<file path="src/design/gdv_pkg.sv">
// ----------------------------------------------------------------------------
// gdv_pkg: shared types and constants for the grouped decimal validator
// Character codes, status codes and result kinds used by the core.
// ----------------------------------------------------------------------------
`default_nettype none

package gdv_pkg;

  localparam int unsigned CharW    = 8;
  localparam int unsigned BufLenW  = 9;
  localparam int unsigned CountW   = 9;
  localparam int unsigned LengthW  = 8;
  localparam int unsigned PosW     = 2;
  localparam int unsigned RunW     = 3;

  localparam logic [CharW-1:0] CharComma = 8'h2C;
  localparam logic [CharW-1:0] CharPoint = 8'h2E;
  localparam logic [CharW-1:0] CharZero  = 8'h30;
  localparam logic [CharW-1:0] CharNine  = 8'h39;

  localparam logic [RunW-1:0]  GroupLen  = 3'd3;
  localparam logic [RunW-1:0]  RunSat    = 3'd4;
  localparam logic [PosW-1:0]  PosSat    = 2'd3;
  localparam logic [PosW-1:0]  PosFirst  = 2'd0;

  localparam logic [BufLenW-1:0] BufLenReset = 9'd256;

  typedef enum logic [1:0] {
    StOk     = 2'd0,
    StFormat = 2'd1,
    StSpace  = 2'd2
  } status_e;

  typedef enum logic {
    KindData   = 1'b0,
    KindStatus = 1'b1
  } kind_e;

  // One result as held in the output register.
  typedef struct packed {
    kind_e                kind;
    logic [CharW-1:0]     out_byte;
    status_e              status;
    logic [LengthW-1:0]   length;
  } result_t;

endpackage

`default_nettype wire

</file>
<file path="src/design/grouped_decimal_validator_core.sv">
// ----------------------------------------------------------------------------
// grouped_decimal_validator_core: streaming check of comma-grouped numbers
// Validates thousands separators, strips commas and other characters, and
// forwards digits and the decimal point, closing each number with a status.
// ----------------------------------------------------------------------------
// Usage:
//   Slave channel: one character per transfer in s_axis_tdata; s_axis_tlast
//   high marks the terminator transfer (its tdata is ignored).
//   Master channel: m_axis_tuser = 0 carries a copied digit or point in
//   tdata[7:0]; m_axis_tuser = 1 carries the closing status in tdata[9:8]
//   (0 valid, 1 bad format, 2 buffer too small) and length in tdata[17:10].
//   Config: cfg_we_i writes cfg_wdata_i into buffer_len; write only while idle.
//   Timing: one character per cycle unless stalled. A result is registered in
//   the cycle after the transfer that causes it; all checks run in one pass of
//   small counters between the state registers and the single output register.
//   Stall: while the output register holds an untaken result, the slave side
//   still takes a character in the same cycle the master side drains it;
//   otherwise s_axis_tready drops until m_axis_tready returns.
//   Reset: clears all per-number state and the output valid; buffer_len
//   returns to 256.
// ----------------------------------------------------------------------------
`default_nettype none

module grouped_decimal_validator_core #(
  parameter int unsigned BUFFER_LIMIT = 256
) (
  input  wire                           clk_i,
  input  wire                           rst_ni,
  // configuration: buffer_len
  input  wire                           cfg_we_i,
  input  wire  [gdv_pkg::BufLenW-1:0]   cfg_wdata_i,
  // character input
  input  wire                           s_axis_tvalid,
  output logic                          s_axis_tready,
  input  wire  [7:0]                    s_axis_tdata,   // [7:0] ch
  input  wire                           s_axis_tlast,   // is_end
  // result output
  output logic                          m_axis_tvalid,
  input  wire                           m_axis_tready,
  output logic [23:0]                   m_axis_tdata,   // [7:0] out_byte, [9:8] status,
                                                        // [17:10] length, [23:18] zero
  output logic                          m_axis_tuser    // kind
);

  import gdv_pkg::*;

  // Compare width wide enough for both the register and the parameter.
  localparam int unsigned ParW = $clog2(BUFFER_LIMIT + 1);
  localparam int unsigned CmpW = (ParW > BufLenW) ? ParW : BufLenW;
  localparam logic [CmpW-1:0] LimitMax = CmpW'(BUFFER_LIMIT);

  // Registers
  logic [BufLenW-1:0] buffer_len_q;
  logic [PosW-1:0]    position_q,  position_d;
  logic [RunW-1:0]    digit_run_q, digit_run_d;
  logic               comma_seen_q, comma_seen_d;
  logic               point_seen_q, point_seen_d;
  logic [CountW-1:0]  copied_count_q, copied_count_d;
  status_e            error_q, error_d;
  logic               out_valid_q, out_valid_d;
  result_t            result_q, result_d;

  logic               accept;
  logic [CmpW-1:0]    buf_len_ext;
  logic [CmpW-1:0]    limit;
  logic               limit_zero;
  logic [CountW-1:0]  count_inc;
  logic               is_digit;
  logic               is_comma;
  logic               is_point;
  logic               copy;
  logic               fmt_bad;

  assign s_axis_tready = !out_valid_q || m_axis_tready;
  assign accept        = s_axis_tvalid && s_axis_tready;

  assign buf_len_ext = CmpW'(buffer_len_q);
  assign limit       = (buf_len_ext < LimitMax) ? buf_len_ext : LimitMax;
  assign limit_zero  = (limit == '0);

  assign is_comma = (s_axis_tdata == CharComma);
  assign is_point = (s_axis_tdata == CharPoint);
  assign is_digit = (s_axis_tdata inside {[CharZero:CharNine]});

  // Per-character update of the grouping state
  always_comb begin
    position_d     = position_q;
    digit_run_d    = digit_run_q;
    comma_seen_d   = comma_seen_q;
    point_seen_d   = point_seen_q;
    copied_count_d = copied_count_q;
    error_d        = error_q;
    out_valid_d    = out_valid_q && !m_axis_tready;
    result_d       = result_q;
    copy           = 1'b0;
    fmt_bad        = 1'b0;
    count_inc      = copied_count_q;

    if (accept) begin
      if (s_axis_tlast) begin
        // Close the number: report and clear.
        result_d.kind     = KindStatus;
        result_d.out_byte = '0;
        result_d.length   = '0;
        if (error_q != StOk) begin
          result_d.status = error_q;
        end else if (limit_zero) begin
          result_d.status = StSpace;
        end else if (comma_seen_q && !point_seen_q && (digit_run_q != GroupLen)) begin
          result_d.status = StFormat;
        end else begin
          result_d.status = StOk;
          result_d.length = copied_count_q[LengthW-1:0];
        end
        out_valid_d    = 1'b1;
        position_d     = '0;
        digit_run_d    = '0;
        comma_seen_d   = 1'b0;
        point_seen_d   = 1'b0;
        copied_count_d = '0;
        error_d        = StOk;
      end else if (error_q != StOk) begin
        // Hold everything until the terminator.
      end else if (limit_zero) begin
        error_d = StSpace;
      end else begin
        if (position_q != PosSat) begin
          position_d = position_q + PosW'(1);
        end
        if (is_comma) begin
          fmt_bad = (position_q == PosFirst) || point_seen_q ||
                    ((position_q == PosSat) && (digit_run_q != GroupLen));
          if (fmt_bad) begin
            error_d = StFormat;
          end else begin
            comma_seen_d = 1'b1;
            digit_run_d  = '0;
          end
        end else begin
          if (is_digit) begin
            copy = 1'b1;
            if (digit_run_q != RunSat) begin
              digit_run_d = digit_run_q + RunW'(1);
            end
          end else if (is_point) begin
            fmt_bad = (position_q == PosFirst) ||
                      (comma_seen_q && (digit_run_q != GroupLen));
            if (!fmt_bad) begin
              copy         = 1'b1;
              point_seen_d = 1'b1;
              digit_run_d  = '0;
            end
          end

          if (fmt_bad) begin
            // Drop the run update and latch the format error.
            digit_run_d = digit_run_q;
            error_d     = StFormat;
          end else begin
            count_inc      = copied_count_q + CountW'(copy);
            copied_count_d = count_inc;
            if (CmpW'(count_inc) >= limit) begin
              // Buffer full: this byte is not emitted.
              error_d = StSpace;
            end else if (copy) begin
              result_d.kind     = KindData;
              result_d.out_byte = s_axis_tdata;
              result_d.status   = StOk;
              result_d.length   = '0;
              out_valid_d       = 1'b1;
            end
          end
        end
      end
    end
  end

  // Control state
  always_ff @(posedge clk_i or negedge rst_ni) begin
    if (!rst_ni) begin
      buffer_len_q   <= BufLenReset;
      position_q     <= '0;
      digit_run_q    <= '0;
      comma_seen_q   <= 1'b0;
      point_seen_q   <= 1'b0;
      copied_count_q <= '0;
      error_q        <= StOk;
      out_valid_q    <= 1'b0;
    end else begin
      if (cfg_we_i) begin
        buffer_len_q <= cfg_wdata_i;
      end
      position_q     <= position_d;
      digit_run_q    <= digit_run_d;
      comma_seen_q   <= comma_seen_d;
      point_seen_q   <= point_seen_d;
      copied_count_q <= copied_count_d;
      error_q        <= error_d;
      out_valid_q    <= out_valid_d;
    end
  end

  // Result payload, no reset needed
  always_ff @(posedge clk_i) begin
    result_q <= result_d;
  end

  assign m_axis_tvalid = out_valid_q;
  assign m_axis_tuser  = result_q.kind;
  assign m_axis_tdata  = {6'b0, result_q.length, result_q.status, result_q.out_byte};

endmodule

`default_nettype wire

</file>
<file path="config.mk">
export PLATFORM = sky130hd
export DESIGN_NAME = grouped_decimal_validator_core
export DESIGN_NICKNAME = d
export VERILOG_FILES = /design/src/design/gdv_pkg.sv /design/src/design/grouped_decimal_validator_core.sv
export SDC_FILE = /design/constraint.sdc
export NUM_CORES = 1
export LEC_CHECK = 0
export ABC_AREA = 1
export BUFFER_PORTS_ARGS = -buffer_cell sky130_fd_sc_hd__buf_2
export CAP_MARGIN = 20
export CORE_UTILIZATION = 59
export CTS_CLUSTER_DIAMETER = 50
export DETAILED_ROUTE_END_ITERATION = 12
export PLACE_DENSITY = 0.84
export SYNTH_ARGS = -nofsm -noshare
export SYNTH_HDL_FRONTEND = slang
export SYNTH_SLANG_ARGS = --single-unit
</file>
<file path="constraint.sdc">
create_clock -name clk_i -period 10.05 [get_ports clk_i]
set_input_delay 2.01 -clock clk_i [delete_from_list [all_inputs] [get_ports clk_i]]
set_output_delay 2.01 -clock clk_i [all_outputs]
set_load 0.1 [all_outputs]
</file>
==> metrics.cfg, run 1 <==
[cts]
postCtsSetupBuffers = 0
post_cts_resized = 0
htree_levels = 2
clk_pin_slew_ns = 0.08
clock-sinks = 47
hold_buffers = 0
clockBufferDepth = 2
cts_tree = built
cts_buffers = 5
cts-root-buf = clkbuf_8
clk_latency_ns = 0.30

[setup_path]
cp_max_fo = 19
slowest_delay_ns = 0.30
crit_required_ns = 10.04
criticalPathCategory = input port to flop
crit_path_cell_trace = buf_2 > inv_1 > nand2_1 > nor2_2 > nand2_1 > or2_2 > nand2_1 > ha_1 > ha_1 > nand2_1 > inv_1 > nand4_1 > nor3_1 > xor2_1 > ha_1 > nand2_1 > inv_1 > a21oi_1 > nand3_1 > o21ai_0 > nand2_1 > nor2_1 > buf_4
cp_slowest_cell = or2_2
arrival_ns = 5.21
cp_top_family = simple AND/OR/NAND/NOR gates
cp_num_buf_inv = 5
crit_path_end_kind = flop
startpoint_type = input port
cpMostUsedCell = nand2_1

[layout]
fin_area_sq_mm = 0.00309
nets = 415
multi_input_area_sq_mm = 0.00121
num_antenna_cells = 0
layout-area-overhead-vs-synth_pct = 13.6
fillCellCount = 370
drive_gt1_share_pct = 18.8
seqCellArea_sq_mm = 0.00127
instances_no_fill = 429

[detailed_routing]
drtIter0Drc = 177
vias = 2184
viasPerCell = 5.09
drt-wirelength-per-cell_um = 11.4
ant_nets = 0
first_pass_iters = 5
wl_um = 4890
drc = 0

[timing]
setup_tns_ns = 0
rsz0062_at_grt = no
slew_headroom_pct = 59.5
period_share_pct = 51.9
hold_viol_final = 0
setup_viol = 0
max_freq_mhz = 192
worst_clock_skew_ns = 0.00722
holdWs_ns = 0.502
fin_crit_ns = 5.22
slew_violations = 0
tightest_slew_ns = 0.608

[pwr]
internal_power_mw = 0.352
switching_share_pct = 35.8
p_sw_mw = 0.196
ir_worst_vdd_v = 0.000106
seq_power_share_pct = 41.3
combPwrFrac_pct = 29.5
p_leak_nw = 1.60
total_power_mw = 0.548
p_clk_share_pct = 29.1
power-per-cell-area_mw_per_mm2 = 177

[grt]
grt_max_degree = 29
grt.overflow.total = 0
grtUsageTotal_pct = 22.3
grt_pass1_wl_um = 8610
grt_pass1_vias = 2009
antenna_found_initial = 0

[place]
io_buffers = 43
post_dp_cell_area_sq_mm = 0.00296
placed_cells = 421
dp_hpwl_um = 3780
place.gp.congestion = 0.847

[yosys]
yosysSeqAreaShare_pct = 46.8
syn_area_sq_mm = 0.00272
async_reset_ff_share_pct = 59.6
synth_seq_cells = 47
yosysTopAreaCellShare_pct = 24.8
synth_common_cells = nand2_1 (84), nor2_1 (50), inv_1 (47)
yosysUniqueCellTypes = 34
postSynthAreaPerCell_sq_um = 8.25
yosysWarnings = 0
synth_most_common_cell = nand2_1
synth_area_leader_cell = dfrtp_1
synth_cells = 330
synth_edf_count = 19
synth_top_flop_cell = dfrtp_1
synth_area_leaders = dfrtp_1 (25%), edfxtp_1 (21%), nand2_1 (12%), ha_1 (7.4%), nor2_1 (6.9%)

[outcome]
status = finished clean

[floorplan]
initial_utilization_pct = 62.1
core_area_sq_mm = 0.00438
ios = 50
dieHeight_um = 69.9
num_rows = 24
dieArea_sq_mm = 0.00489
die_x_um = 69.9

[worst_hold_path]
min_path_type = flop to flop

[run]
maxCapViolCount = 0

worst register-to-register path, stage by stage, from the launching register on:
cell and delay (ns):
dfrtp_1 0.42, ha_1 0.21, ha_1 0.20, o21ai_0 0.32, or2_2 0.21, nand2_1 0.05
ha_1 0.21, ha_1 0.20, nand2_1 0.07, inv_1 0.06, nand2_1 0.07, xor2_1 0.26
inv_1 0.09, ha_1 0.34, nand2_1 0.09, inv_1 0.04, nand2_1 0.05, nand2_1 0.04
nand2_1 0.06, nand3_1 0.07, o21ai_0 0.17, nand2_1 0.08, nor2_1 0.10, buf_4 0.26
power groups by stage:
stage	clock (mW)	combinational (mW)	sequential (mW)
final	0.160	0.162	0.227
after global placement	0	0.159	0.230
after detailed placement	0	0.161	0.231
after CTS	0.162	0.162	0.227
after global routing	0.171	0.176	0.228
after floorplan	0	0.0801	0.287
layout by cell type (no fill, tap or decap), types with 3 or more instances in the layout:
cell      netlist  routed
a21oi_1         5       5
buf_2           1      43
clkbuf_8        0       5
conb_1          1       6
dfrtp_1        27      27
edfxtp_1       19      19
ha_1           16      16
inv_1          47      47
mux2_2          6       6
nand2_1        84      84
nand3_1        17      17
nand4_1         6       6
nor2_1         50      50
nor2_2          3       3
o21ai_0         9       9
o21ai_1         5       5
xor2_1          5       5
state kept, by name (all words and copies together) (netlist names):
register,count
digit_run_q,3
error_q,2
comma_seen_q,1
position_q,2
point_seen_q,1
copied_count_q,9
buf_len_ext,9
m_axis_tuser,1
m_axis_tvalid,1
m_axis_tdata,18
layer usage:
metal  global-route usage, %  routed length, um  up-vias  part of all wire [%]
met5                       0                  0        -                     0
li1                        -                  -     1120                     -
met2                    37.8               2350       49                    48
met1                    28.0               2260     1008                    46
met4                    9.11                 73        0                   1.5
met3                    4.04                204        7                   4.2
final timing paths:
path / start / end / slack [ns] / depth (start not counted)
max: s_axis_tdata[4] / m_axis_tdata[5] / 4.83 / 23
max reg2reg: digit_run_q[0] / m_axis_tdata[5] / 6.06 / 23
min in group asynchronous: rst_ni / buf_len_ext[3] / 1.71 / 1
min reg2reg: error_q[1] / error_q[1] / 0.50 / 2
max in group asynchronous: rst_ni / error_q[0] / 7.94 / 1
min: error_q[1] / error_q[1] / 0.50 / 2
logic make-up after synthesis:
kind of cell | after synthesis | synth area share (%)
AND/OR/NAND/NOR | 172 | 27.6
AO/OA/AOI/OAI | 23 | 4.64
XOR/XNOR | 5 | 1.61
other | 1 | 0.138
flip-flops | 47 | 46.8
adder cells (fa/ha/maj) | 16 | 7.36
multiplexers | 6 | 2.48
buffers and inverters | 60 | 9.43
per-stage QoR:
step           util, %  setup slack, ns
3_3_place_gp      67.5             4.71
3_5_place_dp      67.5             4.55
5_1_grt           70.5             4.54
6_report          70.5             4.83
4_1_cts           70.5             4.86
2_1_floorplan        -             4.41
area by class of cell:
cell class	instances	area share (%)
Clock buffer	6	2.35
Clock inverter	2	1.94
Inverter	50	6.07
Multi-Input combinational cell	228	39.2
Sequential cell	47	41.2
Tap cell	52	2.10
Timing Repair Buffer	44	7.20
Note: power is estimated with default switching activity, not from simulation.
==> run 2, diff against run 1 <==
Settings changed: ABC_AREA 1 to 0, CORE_UTILIZATION 59 to 50, PLACE_DENSITY 0.84 to 0.76.
Clock period 10.05 ns to 4.4 ns, I/O delays scaled along.
==> run 2 against run 1 <==
  * Critical path depth down 6
  * Register-to-register slack lost 5.5 ns
  * Worst setup slack lost 4.5 ns
  * Combinational power grew 62%
  * Synthesized cell count down 25%
  * Utilization fell by 9.5 points
  * Critical path type unchanged
  * Critical endpoint is now m_axis_tdata[16]
  * Largest power group unchanged
==> metrics.cfg, run 2 <==
[detailed_routing]
viasPerCell = 5.19  ; was 5.09
ant_nets = 0  ; unchanged
first_pass_iters = 4  ; was 5
drc = 0  ; unchanged
drt-wirelength-per-cell_um = 12.7  ; was 11.4 um
vias = 1884  ; was 2,184
drtIter0Drc = 100  ; was 177
wl_um = 4610  ; was 4890 um

[yosys]
yosysUniqueCellTypes = 46  ; was 34
synth_seq_cells = 47  ; unchanged
synth_cells = 249  ; was 330
synth_area_leader_cell = dfrtp_1  ; unchanged
synth_area_leaders = dfrtp_1 (26%), edfxtp_1 (22%), ha_1 (7.7%), mux2_2 (5.2%), nand2_1 (3.9%)  ; was dfrtp_1 (25%), edfxtp_1 (21%), nand2_1 (12%), ha_1 (7.4%), nor2_1 (6.9%)
syn_area_sq_mm = 0.00259  ; was 0.00272 sq mm
async_reset_ff_share_pct = 59.6  ; unchanged
synth_edf_count = 19  ; unchanged
postSynthAreaPerCell_sq_um = 10.4  ; was 8.25 sq um
yosysTopAreaCellShare_pct = 26.0  ; was 24.8%
synth_common_cells = dfrtp_1 (27), nand2_1 (27), nor2_1 (27)  ; was nand2_1 (84), nor2_1 (50), inv_1 (47)
yosysSeqAreaShare_pct = 49.1  ; was 46.8%
yosysWarnings = 0  ; unchanged
synth_top_flop_cell = dfrtp_1  ; unchanged

[place]
io_buffers = 43  ; unchanged
dp_hpwl_um = 3580  ; was 3780 um
pre_cts_slack_ns = 0.0639  ; was 4.55 ns
place.gp.congestion = 0.846  ; was 0.847

[cts]
postCtsSetupBuffers = 0  ; unchanged
htree_levels = 2  ; unchanged
cts_tree = built  ; unchanged
cts_buffers = 5  ; unchanged
post_cts_resized = 0  ; unchanged
cts-root-buf = clkbuf_8  ; unchanged
clk_latency_ns = 0.30  ; about the same
hold_buffers = 0  ; unchanged
clk_pin_slew_ns = 0.09  ; was 0.08 ns
clock-sinks = 47  ; unchanged
clockBufferDepth = 2  ; unchanged

[grt]
grt_pass1_wl_um = 7460  ; was 8610 um
antenna_found_initial = 0  ; unchanged
grtUsageTotal_pct = 18.1  ; was 22.3%
grt_pass1_vias = 1577  ; was 2,009
grt_max_degree = 29  ; unchanged
grt.overflow.total = 0  ; unchanged

[timing]
rsz0062_at_grt = no  ; unchanged
slew_violations = 0  ; unchanged
worst_clock_skew_ns = 0.00685  ; was 0.00722 ns
holdWs_ns = 0.504  ; was 0.502 ns
tightest_slew_ns = 0.925  ; was 0.608 ns
slew_headroom_pct = 36.8  ; was 59.5%
max_freq_mhz = 247
setup_tns_ns = 0  ; unchanged
hold_viol_final = 0  ; unchanged
fin_ws_ns = 0.357  ; was 4.83 ns
fin_crit_ns = 4.04
period_share_pct = 91.9
setup_viol = 0  ; unchanged

[floorplan]
dieArea_sq_mm = 0.00548  ; was 0.00489 sq mm
core_area_sq_mm = 0.00485  ; was 0.00438 sq mm
num_rows = 25  ; was 24
ios = 50  ; unchanged
die_x_um = 74.0  ; was 69.9 um
initial_utilization_pct = 53.5  ; was 62.1%
dieHeight_um = 74.0  ; was 69.9 um

[pwr]
power-per-cell-area_mw_per_mm2 = 347  ; was 177 mW/mm^2
total_power_mw = 1.03  ; was 0.548 mW
p_leak_nw = 1.30  ; was 1.60 nW
ir_worst_vdd_v = 0.000196  ; was 0.000106 V

[layout]
multi_input_area_sq_mm = 0.00123  ; was 0.00121 sq mm
nets = 334  ; was 415
largest_reg_flops = 18  ; unchanged
final_cell_mix = buf_2 (43), nand2_1 (27), dfrtp_1 (27), nor2_1 (26), edfxtp_1 (19)  ; was nand2_1 (84), nor2_1 (50), inv_1 (47), buf_2 (43), dfrtp_1 (27)
layout-area-overhead-vs-synth_pct = 14.1  ; was 13.6%
fillCellCount = 421  ; was 370
seqCellArea_sq_mm = 0.00127  ; unchanged
layout_commonest_cell = buf_2  ; was nand2_1
drive_gt1_share_pct = 24.7  ; was 18.8%
num_antenna_cells = 0  ; unchanged

[setup_path]
startpoint_type = input port  ; unchanged
cp_max_fo = 19  ; unchanged
regToRegSetupSlack_ns = 0.53  ; was 6.06 ns
crit_path_end_kind = flop  ; unchanged
arrival_ns = 4.06  ; was 5.21 ns
crit_required_ns = 4.41  ; was 10.04 ns
criticalPathCategory = input port to flop  ; unchanged

[worst_hold_path]
min_path_type = flop to flop  ; unchanged

[outcome]
status = finished clean  ; unchanged

[run]
maxCapViolCount = 0  ; unchanged

run 2: cell count changes in the layout (fill, tap and decap cells not counted), sizes merged, moves of 4 or more:
| cell | before | now |
|---|---|---|
| nand3 | 19 | 7 |
| nor2b | 0 | 10 |
| nor2 | 55 | 27 |
| inv | 49 | 11 |
| mux2 | 6 | 12 |
| xnor2 | 0 | 4 |
| and2 | 0 | 9 |
| a22oi | 0 | 4 |
| nand2 | 86 | 27 |
| nand4 | 6 | 1 |
| a31oi | 0 | 4 |
run 2: area by class of cell:
class / instances / share of cell area, %
Clock buffer: 5 / 2.33
Clock inverter: 3 / 0.677
Inverter: 12 / 1.52
Multi-Input combinational cell: 184 / 41.4
Sequential cell: 47 / 43.0
Tap cell: 67 / 2.83
Timing Repair Buffer: 45 / 8.20
run 2: metrics by stage:
step	instance area (sq um)	instances	util (%)
final	2960	363	61.0
after global routing	2960	363	61.0
after CTS	2960	363	61.0
after detailed placement	2870	355	59.2
after global placement	2870	355	59.2
after floorplan	2620	254	-
run 2: where the power goes:
part / switching (mW) / internal, mW
Clock: 0.144 / 0.111
Sequential: 0.0217 / 0.488
Combinational: 0.190 / 0.0721
run 2: routing by layer:
metal / up-vias / wire length [um] / GRT usage, %
li1: 955 / - / -
met1: 859 / 2190 / 25.6
met2: 64 / 2090 / 28.2
met3: 6 / 270 / 4.07
met4: 0 / 45 / 5.13
met5: - / 0 / 0
run 2: worst paths after layout:
path,startpoint,endpoint,cells after the start
min reg2reg,comma_seen_q,comma_seen_q,2
max reg2reg,digit_run_q[0],m_axis_tdata[16],18
max in group asynchronous,rst_ni,copied_count_q[3],1
min,comma_seen_q,comma_seen_q,2
max,s_axis_tdata[4],m_axis_tdata[16],17
min in group asynchronous,rst_ni,buf_len_ext[6],1
run 2: kinds of logic (layout without fill, tap and decap cells):
kind of cell	Yosys count	in the layout	synth area share [%]
flops	47	47	49.1
buf+inv	23	65	4.49
mux	15	15	6.37
compound gates	45	45	12.1
fa+ha+maj	16	16	7.72
xor+xnor	7	7	2.36
simple gates	95	95	17.8
other cells	1	6	0.145
run 2: worst max-delay path, stage by stage:
cell and delay, ns:
buf_2 0.12, nand4bb_1 0.26, nand3b_1 0.25, a21oi_1 0.24
ha_1 0.23, ha_1 0.17, nand2_1 0.05, nor2_1 0.20
nand3_1 0.12, xnor2_1 0.24, ha_1 0.29, a21oi_1 0.14
o21ai_0 0.09, a21oi_1 0.23, a31oi_1 0.18, nor2_2 0.17
buf_12 0.18
==> run 3, diff against run 2 <==
Settings changed: BUFFER_PORTS_ARGS -buffer_cell sky130_fd_sc_hd__buf_2 to -buffer_cell sky130_fd_sc_hd__buf_4, SKIP_LAST_GASP set to 1.
==> run 3 against run 2 <==
  * Worst setup slack gained 0.070 ns
  * Fmax up 1.8%
  * First-iteration DRC count grew 7.0%
  * Sequential power about the same
  * Clock power is 2% higher
  * Sequential share of layout area decreased by 1.5 points
  * Non-clock buffer count stayed put
==> metrics.cfg, run 3 (synthesis results as in run 2) <==
[outcome]
status = finished clean  ; unchanged

[layout]
nets = 334  ; unchanged
drive_gt1_share_pct = 25.0  ; was 24.7%
layout-area-overhead-vs-synth_pct = 18.2  ; was 14.1%
fin_util_pct = 63.3  ; was 61.0%
final_cell_mix = buf_4 (44), nand2_1 (27), dfrtp_1 (27), nor2_1 (26), edfxtp_1 (19)  ; was buf_2 (43), nand2_1 (27), dfrtp_1 (27), nor2_1 (26), edfxtp_1 (19)
num_antenna_cells = 0  ; unchanged
layout_commonest_cell = buf_4  ; was buf_2
fin_area_sq_mm = 0.00307  ; was 0.00296 sq mm
instances_no_fill = 363  ; unchanged
largest_reg_flops = 18  ; unchanged

[cts]
clk_latency_ns = 0.30  ; about the same
post_cts_resized = 0  ; unchanged
postCtsSetupBuffers = 0  ; unchanged
clock-sinks = 47  ; unchanged
cts_buffers = 5  ; unchanged
hold_buffers = 0  ; unchanged
clk_pin_slew_ns = 0.09  ; about the same
cts_tree = built  ; unchanged
cts-root-buf = clkbuf_8  ; unchanged
htree_levels = 2  ; unchanged
clockBufferDepth = 2  ; unchanged

[pwr]
seq_power_share_pct = 49.0  ; was 49.7%
combPwrFrac_pct = 26.3  ; was 25.5%
internal_power_mw = 0.682  ; was 0.671 mW
switching_share_pct = 34.6  ; about the same
p_sw_mw = 0.361  ; was 0.355 mW
ir_worst_vdd_v = 0.000192  ; was 0.000196 V
p_leak_nw = 1.34  ; was 1.30 nW
p_clk_share_pct = 24.7  ; was 24.8%
power-per-cell-area_mw_per_mm2 = 340  ; was 347 mW/mm^2

[floorplan]
dieArea_sq_mm = 0.00548  ; unchanged
die_x_um = 74.0  ; unchanged
ios = 50  ; unchanged
core_area_sq_mm = 0.00485  ; unchanged
num_rows = 25  ; unchanged
initial_utilization_pct = 53.5  ; unchanged
dieHeight_um = 74.0  ; unchanged

[place]
post_dp_cell_area_sq_mm = 0.00298  ; was 0.00287 sq mm
placed_cells = 355  ; unchanged
dp_hpwl_um = 3630  ; was 3580 um
place.gp.congestion = 0.878  ; was 0.846
pre_cts_slack_ns = 0.115  ; was 0.0639 ns
io_buffers = 43  ; unchanged

[detailed_routing]
drt-wirelength-per-cell_um = 13.2  ; was 12.7 um
wl_um = 4790  ; was 4610 um
ant_nets = 0  ; unchanged
first_pass_iters = 4  ; unchanged
drc = 0  ; unchanged
vias = 1904  ; was 1,884
viasPerCell = 5.25  ; was 5.19
drtIter0Drc = 107  ; was 100

[worst_hold_path]
min_path_type = input port to async pin  ; was flop to flop

[setup_path]
cp_max_fo = 19  ; unchanged
startpoint_type = input port  ; unchanged
cp_slowest_cell = ha_1  ; unchanged
crit_path_cell_trace = buf_4 > nand4bb_1 > nand3b_1 > a21oi_1 > ha_1 > ha_1 > nand2_1 > nor2_1 > nand3_1 > xnor2_1 > ha_1 > a21oi_1 > o21ai_0 > a21oi_1 > a31oi_1 > nor2_2 > buf_12  ; was buf_2 > nand4bb_1 > nand3b_1 > a21oi_1 > ha_1 > ha_1 > nand2_1 > nor2_1 > nand3_1 > xnor2_1 > ha_1 > a21oi_1 > o21ai_0 > a21oi_1 > a31oi_1 > nor2_2 > buf_12
cp_top_family = simple AND/OR/NAND/NOR gates  ; unchanged
crit_required_ns = 4.42  ; was 4.41 ns
arrival_ns = 3.99  ; was 4.06 ns
slowest_delay_ns = 0.28  ; was 0.29 ns
crit_path_end_kind = flop  ; unchanged
criticalPathCategory = input port to flop  ; unchanged
cp_num_buf_inv = 2  ; unchanged

[timing]
slew_violations = 0  ; unchanged
hold_viol_final = 0  ; unchanged
worst_clock_skew_ns = 0.0117  ; was 0.00685 ns
max_freq_mhz = 252  ; was 247 MHz
fin_ws_ns = 0.426  ; was 0.357 ns
rsz0062_at_grt = no  ; unchanged
slew_headroom_pct = 26.8  ; was 36.8%
setup_tns_ns = 0  ; unchanged
period_share_pct = 90.3  ; was 91.9%
setup_viol = 0  ; unchanged
tightest_slew_ns = 1.07  ; was 0.925 ns
fin_crit_ns = 3.97  ; was 4.04 ns

[run]
maxCapViolCount = 0  ; unchanged

[grt]
grt_pass1_vias = 1710  ; was 1,577
antenna_found_initial = 0  ; unchanged
grt_pass1_wl_um = 7930  ; was 7460 um
grt.overflow.total = 0  ; unchanged
grt_max_degree = 29  ; unchanged
grtUsageTotal_pct = 18.9  ; was 18.1%

## run 3: cell types whose count changed in the layout (fill, tap and decap cells not counted), sizes merged
cell | before | now
clkinvlp | 1 | 2
clkinv | 3 | 2
## run 3: metal layers
metal | track usage (%) | part of all wire (%) | vias up
met3 | 4.20 | 4.3 | 7
li1 | - | - | 956
met2 | 29.7 | 45 | 48
met4 | 5.13 | 1.1 | 0
met5 | 0 | 0 | -
met1 | 26.6 | 49 | 893
## run 3: worst register-to-register path, cell delays in order, from the launching register on
cell	delay (ns)
dfrtp_1	0.39
ha_1	0.17
ha_1	0.16
nand2b_1	0.20
nand3b_1	0.15
a21oi_1	0.27
ha_1	0.24
ha_1	0.18
nand2_1	0.05
nor2_1	0.18
nand3_1	0.13
xnor2_1	0.21
ha_1	0.28
a21oi_1	0.13
o21ai_0	0.11
a21oi_1	0.21
a31oi_1	0.16
nor2_2	0.15
buf_12	0.18
## run 3: worst paths after layout
path	from	end	slack (ns)	cells past startpoint
worst max-delay path	s_axis_tdata[0]	m_axis_tdata[14]	0.43	17
worst min-delay path	rst_ni	buf_len_ext[6]	0.47	1
worst max register to register	digit_run_q[0]	m_axis_tdata[14]	0.57	18
worst min register to register	comma_seen_q	comma_seen_q	0.51	2
max in group asynchronous	rst_ni	buf_len_ext[8]	3.63	1
min in group clk_i	comma_seen_q	comma_seen_q	0.51	2
## run 3: area by class of cell
class	count	area, sq um
Clock buffer	5	68.8
Clock inverter	3	20.0
Fill cell	396	1780
Inverter	12	45.0
Multi-Input combinational cell	184	1230
Sequential cell	47	1270
Tap cell	67	83.8
Timing Repair Buffer	45	350
## run 3: metrics by stage
step,power (mW),hold WS [ns]
6_report,1.04,0.474
5_1_grt,1.10,0.502
4_1_cts,1.05,0.484
3_5_place_dp,0.794,0.493
3_3_place_gp,0.786,0.478
2_1_floorplan,0.730,0.464
## run 3: power by group through the flow
stage                     combinational (mW)  sequential, mW  clock (mW)
after global routing                   0.299           0.515       0.282
after global placement                 0.268           0.518           0
final                                  0.274           0.510       0.258
after floorplan                        0.150           0.579           0
after CTS                              0.276           0.510       0.266
after detailed placement               0.275           0.519           0
